File: config.mk
export PLATFORM = sky130hd
export DESIGN_NAME = hilbert_index_to_point
export DESIGN_NICKNAME = d
export VERILOG_FILES = /design/src/h2p_pkg.sv /design/src/h2p_stage.sv /design/src/h2p_serial.sv /design/src/hilbert_index_to_point.sv
export SDC_FILE = /design/constraint.sdc
export NUM_CORES = 2
export LEC_CHECK = 0
export BUFFER_PORTS_ARGS = -buffer_cell sky130_fd_sc_hd__buf_2
export CORE_MARGIN = 2
export CORE_UTILIZATION = 57
export CTS_CLUSTER_SIZE = 20
export DETAILED_ROUTE_END_ITERATION = 16
export PLACE_DENSITY = 0.83
export SKIP_LAST_GASP = 1
export SYNTH_ARGS = -nofsm -noshare
export SYNTH_HDL_FRONTEND = slang
export SYNTH_SLANG_ARGS = --single-unit
export TNS_END_PERCENT = 100
File: constraint.sdc
create_clock -name i_clk -period 15.8 [get_ports i_clk]
set_clock_uncertainty 0.05 [all_clocks]
set_input_delay 3.16 -clock i_clk [delete_from_list [all_inputs] [get_ports i_clk]]
set_output_delay 3.16 -clock i_clk [all_outputs]
set_load 0.05 [all_outputs]
File: src/h2p_pkg.sv
// ---------------------------------------------------------------------------
// h2p_pkg
// shared widths and constants of the curve position to point mapper
// ---------------------------------------------------------------------------
`timescale 1ns / 1ps
`default_nettype none

package h2p_pkg;

    localparam int POS_W   = 64;  // curve position width
    localparam int COORD_W = 17;  // signed coordinate width
    localparam int DIM_W   = 4;   // axis number width
    localparam int CFG_W   = 5;   // levels register width
    localparam int LV_W    = 6;   // clamped level count, holds up to 63

    localparam logic [CFG_W-1:0] LEVELS_RESET = 5'd10;
    localparam logic [LV_W-1:0]  LEVELS_MIN   = 6'd2;

endpackage

`default_nettype wire

File: src/h2p_stage.sv
// ---------------------------------------------------------------------------
// h2p_stage
// one refinement level: node lookup, axis swap, orientation fold, accumulate
// ---------------------------------------------------------------------------
`timescale 1ns / 1ps
`default_nettype none

module h2p_stage #(
    parameter int DIMS   = 4,
    parameter int LEVEL  = 0,
    parameter int AXIS_W = $clog2(DIMS)
) (
    input  wire logic                                       i_clk,
    input  wire logic                                       i_rst_n,
    input  wire logic [h2p_pkg::LV_W-1:0]                   i_levels,
    input  wire logic                                       i_valid,
    output logic                                            o_ready,
    input  wire logic [h2p_pkg::POS_W-1:0]                  i_position,
    input  wire logic                                       i_at_end,
    input  wire logic [AXIS_W-1:0]                          i_carried,
    input  wire logic [DIMS-1:0]                            i_orient,
    input  wire logic [DIMS-1:0][h2p_pkg::COORD_W-1:0]      i_acc,
    output logic                                            o_valid,
    input  wire logic                                       i_ready,
    output logic [h2p_pkg::POS_W-1:0]                       o_position,
    output logic                                            o_at_end,
    output logic [AXIS_W-1:0]                               o_carried,
    output logic [DIMS-1:0]                                 o_orient,
    output logic [DIMS-1:0][h2p_pkg::COORD_W-1:0]           o_acc
);

    localparam int POS_W   = h2p_pkg::POS_W;
    localparam int COORD_W = h2p_pkg::COORD_W;
    localparam int LV_W    = h2p_pkg::LV_W;

    // signs are kept as negative flags: 1 means -1
    logic [DIMS-1:0]              w_grp;
    logic [DIMS-1:0]              w_low;
    logic [DIMS-1:0]              w_uneg;
    logic [DIMS-1:0]              w_vneg;
    logic [DIMS-1:0]              w_sneg;
    logic [DIMS-1:0]              w_orient;
    logic [AXIS_W-1:0]            w_axis;
    logic [AXIS_W-1:0]            w_car;
    logic                         w_fold;
    logic                         w_pn;
    logic                         w_cn;
    logic                         w_t;
    logic                         w_active;
    logic [DIMS-1:0][COORD_W-1:0] w_acc;

    logic                         r_valid;
    logic [POS_W-1:0]             r_pos;
    logic                         r_end;
    logic [AXIS_W-1:0]            r_car;
    logic [DIMS-1:0]              r_orient;
    logic [DIMS-1:0][COORD_W-1:0] r_acc;

    assign w_active = (i_levels > LV_W'(LEVEL));
    assign o_ready  = !r_valid || i_ready;

    always_comb begin
        int p;
        // group of this level, missing low bits read as zero
        w_grp = '0;
        for (int b = 0; b < DIMS; b++) begin
            p = LEVEL * DIMS + b;
            if (p < POS_W) begin
                w_grp[DIMS-1-b] = i_position[POS_W-1-p];
            end
        end
        if (i_at_end) begin
            w_grp = '1;
        end

        // node sign vector and exit axis
        w_axis = '0;
        w_fold = 1'b0;
        w_pn   = 1'b1;
        w_uneg = '0;
        for (int i = 0; i < DIMS; i++) begin
            w_cn  = !w_grp[DIMS-1-i];
            w_low = w_grp & ((DIMS'(1) << (DIMS-1-i)) - DIMS'(1));
            if (w_grp[DIMS-1-i]) begin
                if ((w_low == '0) && (i != DIMS-1)) begin
                    w_axis = AXIS_W'(i);
                    w_fold = 1'b1;
                end
            end else begin
                if ((w_low == ((DIMS'(1) << (DIMS-1-i)) - DIMS'(1))) && (i != DIMS-1)) begin
                    w_axis = AXIS_W'(i);
                    w_fold = 1'b0;
                end
            end
            w_uneg[i] = !(w_pn ^ w_cn);
            w_pn      = w_cn;
        end
        w_vneg         = w_uneg;
        w_vneg[w_axis] = w_vneg[w_axis] ^ w_fold;
        w_vneg[DIMS-1] = !w_vneg[DIMS-1];

        // curve start and curve end corners
        if (w_grp == '0) begin
            w_axis = AXIS_W'(DIMS-1);
            w_uneg = '1;
            w_vneg = '1;
        end else if (w_grp == '1) begin
            w_axis         = AXIS_W'(DIMS-1);
            w_uneg         = '1;
            w_uneg[0]      = 1'b0;
            w_vneg         = '1;
            w_vneg[0]      = 1'b0;
            w_vneg[DIMS-1] = 1'b0;
        end

        // permute by the carried axis
        w_t               = w_uneg[0];
        w_uneg[0]         = w_uneg[i_carried];
        w_uneg[i_carried] = w_t;
        w_t               = w_vneg[0];
        w_vneg[0]         = w_vneg[i_carried];
        w_vneg[i_carried] = w_t;

        if (w_axis == '0) begin
            w_car = i_carried;
        end else if (w_axis == i_carried) begin
            w_car = '0;
        end else begin
            w_car = w_axis;
        end

        // horner step: acc = 2 acc + s
        for (int i = 0; i < DIMS; i++) begin
            w_sneg[i]   = w_uneg[i] ^ i_orient[i];
            w_orient[i] = i_orient[i] ^ !w_vneg[i];
            w_acc[i]    = (i_acc[i] << 1) + (w_sneg[i] ? {COORD_W{1'b1}} : COORD_W'(1));
        end
    end

    always_ff @(posedge i_clk) begin
        if (!i_rst_n) begin
            r_valid <= 1'b0;
        end else if (o_ready) begin
            r_valid <= i_valid;
        end
    end

    always_ff @(posedge i_clk) begin
        if (i_valid && o_ready) begin
            r_pos <= i_position;
            r_end <= i_at_end;
            if (w_active) begin
                r_car    <= w_car;
                r_orient <= w_orient;
                r_acc    <= w_acc;
            end else begin
                r_car    <= i_carried;
                r_orient <= i_orient;
                r_acc    <= i_acc;
            end
        end
    end

    assign o_valid    = r_valid;
    assign o_position = r_pos;
    assign o_at_end   = r_end;
    assign o_carried  = r_car;
    assign o_orient   = r_orient;
    assign o_acc      = r_acc;

endmodule

`default_nettype wire

File: src/h2p_serial.sv
// ---------------------------------------------------------------------------
// h2p_serial
// holds one finished point and hands out its coordinates one word at a time
// ---------------------------------------------------------------------------
`timescale 1ns / 1ps
`default_nettype none

module h2p_serial #(
    parameter int DIMS  = 4,
    parameter int CNT_W = $clog2(DIMS)
) (
    input  wire logic                                   i_clk,
    input  wire logic                                   i_rst_n,
    input  wire logic                                   i_valid,
    output logic                                        o_ready,
    input  wire logic [DIMS-1:0][h2p_pkg::COORD_W-1:0]  i_acc,
    output logic                                        o_valid,
    input  wire logic                                   i_ready,
    output logic [h2p_pkg::DIM_W-1:0]                   o_dim_index,
    output logic signed [h2p_pkg::COORD_W-1:0]          o_coord,
    output logic                                        o_last
);

    localparam int COORD_W = h2p_pkg::COORD_W;
    localparam int DIM_W   = h2p_pkg::DIM_W;

    logic                         r_valid;
    logic [CNT_W-1:0]             r_cnt;
    logic [DIMS-1:0][COORD_W-1:0] r_acc;
    logic                         w_last;

    assign w_last  = (r_cnt == CNT_W'(DIMS-1));
    assign o_ready = !r_valid || (i_ready && w_last);

    always_ff @(posedge i_clk) begin
        if (!i_rst_n) begin
            r_valid <= 1'b0;
            r_cnt   <= '0;
        end else if (o_ready) begin
            r_valid <= i_valid;
            r_cnt   <= '0;
        end else if (i_ready) begin
            r_cnt <= r_cnt + CNT_W'(1);
        end
    end

    always_ff @(posedge i_clk) begin
        if (i_valid && o_ready) begin
            r_acc <= i_acc;
        end
    end

    assign o_valid     = r_valid;
    assign o_dim_index = DIM_W'(r_cnt);
    assign o_coord     = $signed(r_acc[r_cnt]);
    assign o_last      = w_last;

endmodule

`default_nettype wire

File: src/hilbert_index_to_point.sv
// path: an accepted point passes the MAX_LEVELS stage registers and the
//   serialiser register; its coordinate words then follow one per cycle
//   while the output is not stalled
// flow: the serialiser takes the next point as the last of DIMS words goes;
//   the level pipeline takes a new point in every cycle unless stalled
// reset: synchronous active low, clears all valid flags and sets levels to 10
// ---------------------------------------------------------------------------
// hilbert_index_to_point
// maps a curve position to a DIMS-dimensional point, one coordinate per word
// ---------------------------------------------------------------------------
`timescale 1ns / 1ps
`default_nettype none

module hilbert_index_to_point #(
    parameter int DIMS       = 4,
    parameter int MAX_LEVELS = 16
) (
    input  wire logic                               i_clk,
    input  wire logic                               i_rst_n,
    // levels register
    input  wire logic                               i_cfg_we,
    input  wire logic [h2p_pkg::CFG_W-1:0]          i_cfg_data,
    // input words
    input  wire logic                               i_valid,
    output logic                                    o_ready,
    input  wire logic [h2p_pkg::POS_W-1:0]          i_position,
    input  wire logic                               i_at_end,
    // output words
    output logic                                    o_valid,
    input  wire logic                               i_ready,
    output logic [h2p_pkg::DIM_W-1:0]               o_dim_index,
    output logic signed [h2p_pkg::COORD_W-1:0]      o_coord,
    output logic                                    o_last
);

    localparam int POS_W   = h2p_pkg::POS_W;
    localparam int COORD_W = h2p_pkg::COORD_W;
    localparam int CFG_W   = h2p_pkg::CFG_W;
    localparam int LV_W    = h2p_pkg::LV_W;
    localparam int AXIS_W  = $clog2(DIMS);

    // levels register, clamped to the supported range on use
    logic [CFG_W-1:0] r_levels;
    logic [LV_W-1:0]  w_levels_ext;
    logic [LV_W-1:0]  w_levels;

    always_ff @(posedge i_clk) begin
        if (!i_rst_n) begin
            r_levels <= h2p_pkg::LEVELS_RESET;
        end else if (i_cfg_we) begin
            r_levels <= i_cfg_data;
        end
    end

    assign w_levels_ext = LV_W'(r_levels);

    always_comb begin
        if (w_levels_ext < h2p_pkg::LEVELS_MIN) begin
            w_levels = h2p_pkg::LEVELS_MIN;
        end else if (w_levels_ext > LV_W'(MAX_LEVELS)) begin
            w_levels = LV_W'(MAX_LEVELS);
        end else begin
            w_levels = w_levels_ext;
        end
    end

    // stage chain, slot j feeds the stage for level j
    // each level is a Horner step acc = 2 acc +/- 1, so levels past the
    // configured count simply pass the word through unchanged
    logic [MAX_LEVELS:0]                          s_valid;
    logic [MAX_LEVELS:0]                          s_ready;
    logic [MAX_LEVELS:0][POS_W-1:0]               s_pos;
    logic [MAX_LEVELS:0]                          s_end;
    logic [MAX_LEVELS:0][AXIS_W-1:0]              s_car;
    logic [MAX_LEVELS:0][DIMS-1:0]                s_orient;
    logic [MAX_LEVELS:0][DIMS-1:0][COORD_W-1:0]   s_acc;

    // entry: no carried axis, all orientations positive, sums empty
    assign s_valid[0]  = i_valid;
    assign o_ready     = s_ready[0];
    assign s_pos[0]    = i_position;
    assign s_end[0]    = i_at_end;
    assign s_car[0]    = '0;
    assign s_orient[0] = '0;
    assign s_acc[0]    = '0;

    for (genvar j = 0; j < MAX_LEVELS; j++) begin : g_level
        h2p_stage #(
            .DIMS   (DIMS),
            .LEVEL  (j),
            .AXIS_W (AXIS_W)
        ) u_stage (
            .i_clk      (i_clk),
            .i_rst_n    (i_rst_n),
            .i_levels   (w_levels),
            .i_valid    (s_valid[j]),
            .o_ready    (s_ready[j]),
            .i_position (s_pos[j]),
            .i_at_end   (s_end[j]),
            .i_carried  (s_car[j]),
            .i_orient   (s_orient[j]),
            .i_acc      (s_acc[j]),
            .o_valid    (s_valid[j+1]),
            .i_ready    (s_ready[j+1]),
            .o_position (s_pos[j+1]),
            .o_at_end   (s_end[j+1]),
            .o_carried  (s_car[j+1]),
            .o_orient   (s_orient[j+1]),
            .o_acc      (s_acc[j+1])
        );
    end

    // output register: one finished point, served as DIMS words
    h2p_serial #(
        .DIMS (DIMS)
    ) u_serial (
        .i_clk       (i_clk),
        .i_rst_n     (i_rst_n),
        .i_valid     (s_valid[MAX_LEVELS]),
        .o_ready     (s_ready[MAX_LEVELS]),
        .i_acc       (s_acc[MAX_LEVELS]),
        .o_valid     (o_valid),
        .i_ready     (i_ready),
        .o_dim_index (o_dim_index),
        .o_coord     (o_coord),
        .o_last      (o_last)
    );

    // position, end flag, axis and orientation are spent after the final level
    logic w_tail_unused;
    assign w_tail_unused = ^{s_pos[MAX_LEVELS], s_end[MAX_LEVELS],
                             s_car[MAX_LEVELS], s_orient[MAX_LEVELS]};

endmodule

`default_nettype wire

==> run metrics <==
M1 WL ~86 mm; final hold vios 0; DR WL met2 between 100 and 150 mm; layout cells sized above 1 6.67%; Yosys top cell by area edfxtp_1; pre-CTS WS between 6 and 7 ns; worst hold path type reg -> reg; total CTS buffers ~170; Seq cells post-synth 1610; Starting DRT DRC Count about 5400; TritonCTS sink count ~1600; Worst-Skew Late Latency ~0.82 ns; via count roughly 77000; Nets 11293; post-route clock period utilization 59.5%; WL/cell between 15 and 20 um; final worst path period need 9.40 ns; fraction of registers with async set/reset 0%; core region area ~180000 um2; pins over their slew limit 0; most common flop cell mapped by yosys edfxtp_1; Fin Setup TNS 0 ns; routed vias/inst a little over 6; type of the worst setup path in -> out; synthesized area approximately 100000 um2; routability congestion estimate from global placement around 0.91; Setup violations, final 0; drt total wl around 220 mm; dpl hpwl 157 mm; post_cts resized 0; Netlist cell types between 100 and 150; grt ovf 0; IO Port Bufs 96; register area share after synthesis 46.1%; area grow syn2layout 8.64%; CTS tree done; initial antenna violation count 1; uppermost routed layer met4; first-pass GRT wire length between 300 and 400 mm; Worst Setup End Kind output port; Lkg Pwr 43.3 nW; met3 routed WL ~9.8 mm; Mapped Cells ~10000; worst-path cell chain buf_2 -> a21boi_0 -> and2_1 -> and3_1 -> nand2_1 -> nor3_1 -> nand4_1 -> buf_2; crit start category primary input; # Post-CTS Setup Buffers 0; YS warnings 0; drt pass-1 iters 6; H-tree depth 4; RSZ-0062 raised after global routing no; row count between 150 and 200; antenna-violating nets left 0; Crit-path slowest cell nor3_1; most common cell in the netlist edfxtp_1; Worst-Margin Slew around 1.2 ns; Mean Syn Cell Area around 10 um2; Worst-path clk slew 0.06 ns; Pwr per Cell Area roughly 90 nW/um2; CP most frequent cell buf_2; Worst Path Max Fanout 5; Die H 432 um; largest net degree at the start of global routing between 100 and 150; CP required 12.59 ns; Die Wd 432 um; Post-synth top cells 1586 x edfxtp_1, 951 x nor2_1, 922 x nand2_1, 908 x ha_1, 903 x a21oi_1; share of the synthesized area in the top cell type 45.7%; MaxCap Viol Count 0; top post-synthesis cells by area edfxtp_1 46%, ha_1 11%, a21oi_1 4.3%; Max Fclk around 110 MHz; Max VDD drop just over 0.0001 V; status finished, final reports clean; vias in the first global route approximately 74000; crit path DAT 6.19 ns; setup ws final 6.40 ns; CTS Hold Bufs 0; slowest stage delay, CP between 0.7 and 0.8 ns; Post-synth EDFFs 1586; gr usage total ~22%; io pins between 90 and 100; CTS Root Cell clkbuf_16; drt drc 0; Slew headroom about 18%; Initial Util a little under three fifths; die area between 150000 and 200000 um2; Max clock buf depth 3
stage by stage:
stage	power [mW]	instances	cell area (um2)	hold slack (ns)	utilization (%)
final	10.1	12765	113000	0.359	62.1
after global routing	10.5	12765	113000	0.366	62.1
after CTS	10.2	12764	113000	0.354	62.1
after detailed placement	6.16	12450	108000	0.355	58.9
after global placement	6.10	12450	108000	0.351	58.9
after floorplan	5.90	10191	104000	0.350	-
placed cells by master (no fill, tap or decap), drive strengths merged, types with 34 or more instances in the layout:
cell,synthesis,layout
edfxtp,1586,1586
nor2,951,951
nand2,922,922
ha,908,908
a21oi,908,908
o21ai,666,666
inv,437,446
xnor2,376,376
xor2,345,345
nor3,292,292
nand3,283,283
clkbuf,258,198
buf,46,178
a21o,176,176
o31ai,171,171
a211oi,154,154
or3,138,138
nand2b,125,125
o21a,119,119
and3,88,88
nor2b,87,87
nor3b,77,77
clkinv,1,73
fa,72,72
or2,68,68
a31oi,67,67
mux2,57,57
a21boi,57,57
and2,52,52
o211ai,51,51
o41ai,39,39
mux2i,34,34
area by class of cell:
| type | count | area, um2 |
|---|---|---|
| inverter | 438 | 1640 |
| tap | 2385 | 2980 |
| multi-input combinational | 7839 | 53700 |
| antenna | 1 | 2.50 |
| clock buffer | 198 | 4400 |
| sequential | 1610 | 48100 |
| clock inverter | 116 | 1360 |
| timing repair buffer | 178 | 1110 |
| fill | 13525 | 69200 |
state kept, by name, indices dropped and copies added (netlist names):
register,flops
g_level.u_stage.o_acc,936
g_level.u_stage.o_position,480
u_serial.r_acc,65
g_level.u_stage.o_orient,60
g_level.u_stage.o_carried,30
g_level.u_stage.o_valid,16
g_level.u_stage.o_at_end,15
r_levels,5
u_serial.r_cnt,2
u_serial.o_valid,1
path summary, 6_finish.rpt:
kind | startpoint | endpoint | slack, ns | depth (start not counted)
worst min register to register | g_level[5].u_stage.o_position[24] | g_level[6].u_stage.o_position[24] | 0.36 | 0
worst min-delay path | g_level[5].u_stage.o_position[24] | g_level[6].u_stage.o_position[24] | 0.36 | 0
worst max register to register | g_level[10].u_stage.o_at_end | g_level[11].u_stage.o_acc[15] | 9.86 | 18
worst max-delay path | i_ready | o_ready | 6.40 | 8
metal layers:
layer,global-route usage [%],vias to the layer above
li1,-,38031
met1,25.8,36146
met2,41.0,2307
met3,2.86,522
met4,10.3,0
met5,0,-
worst max-delay path: cells and delay by family:
| family | cells | cell delay (ns) |
|---|---|---|
| compound gates | 1 | 0.43 |
| buf+inv | 2 | 0.41 |
| simple gates | 5 | 2.17 |
cells by family after synthesis:
kind of cell | count (synthesis) | synth area share [%]
xor gates and xnor gates | 722 | 6.10
DFF | 1610 | 46.1
other | 2 | 0.00720
and+or+nand+nor | 3241 | 14.6
AOI/OAI and AO/OA | 2780 | 16.8
adders and majority gates | 980 | 12.3
muxes | 112 | 1.39
buffers and inverters | 742 | 2.70
power by group:
group | total [mW] | internal, mW | switching [mW]
registers | 4.87 | 4.83 | 0.0454
logic | 1.22 | 0.480 | 0.743
clock network | 4.05 | 2.32 | 1.72
No activity file was read; power rests on OpenSTA's default activity.
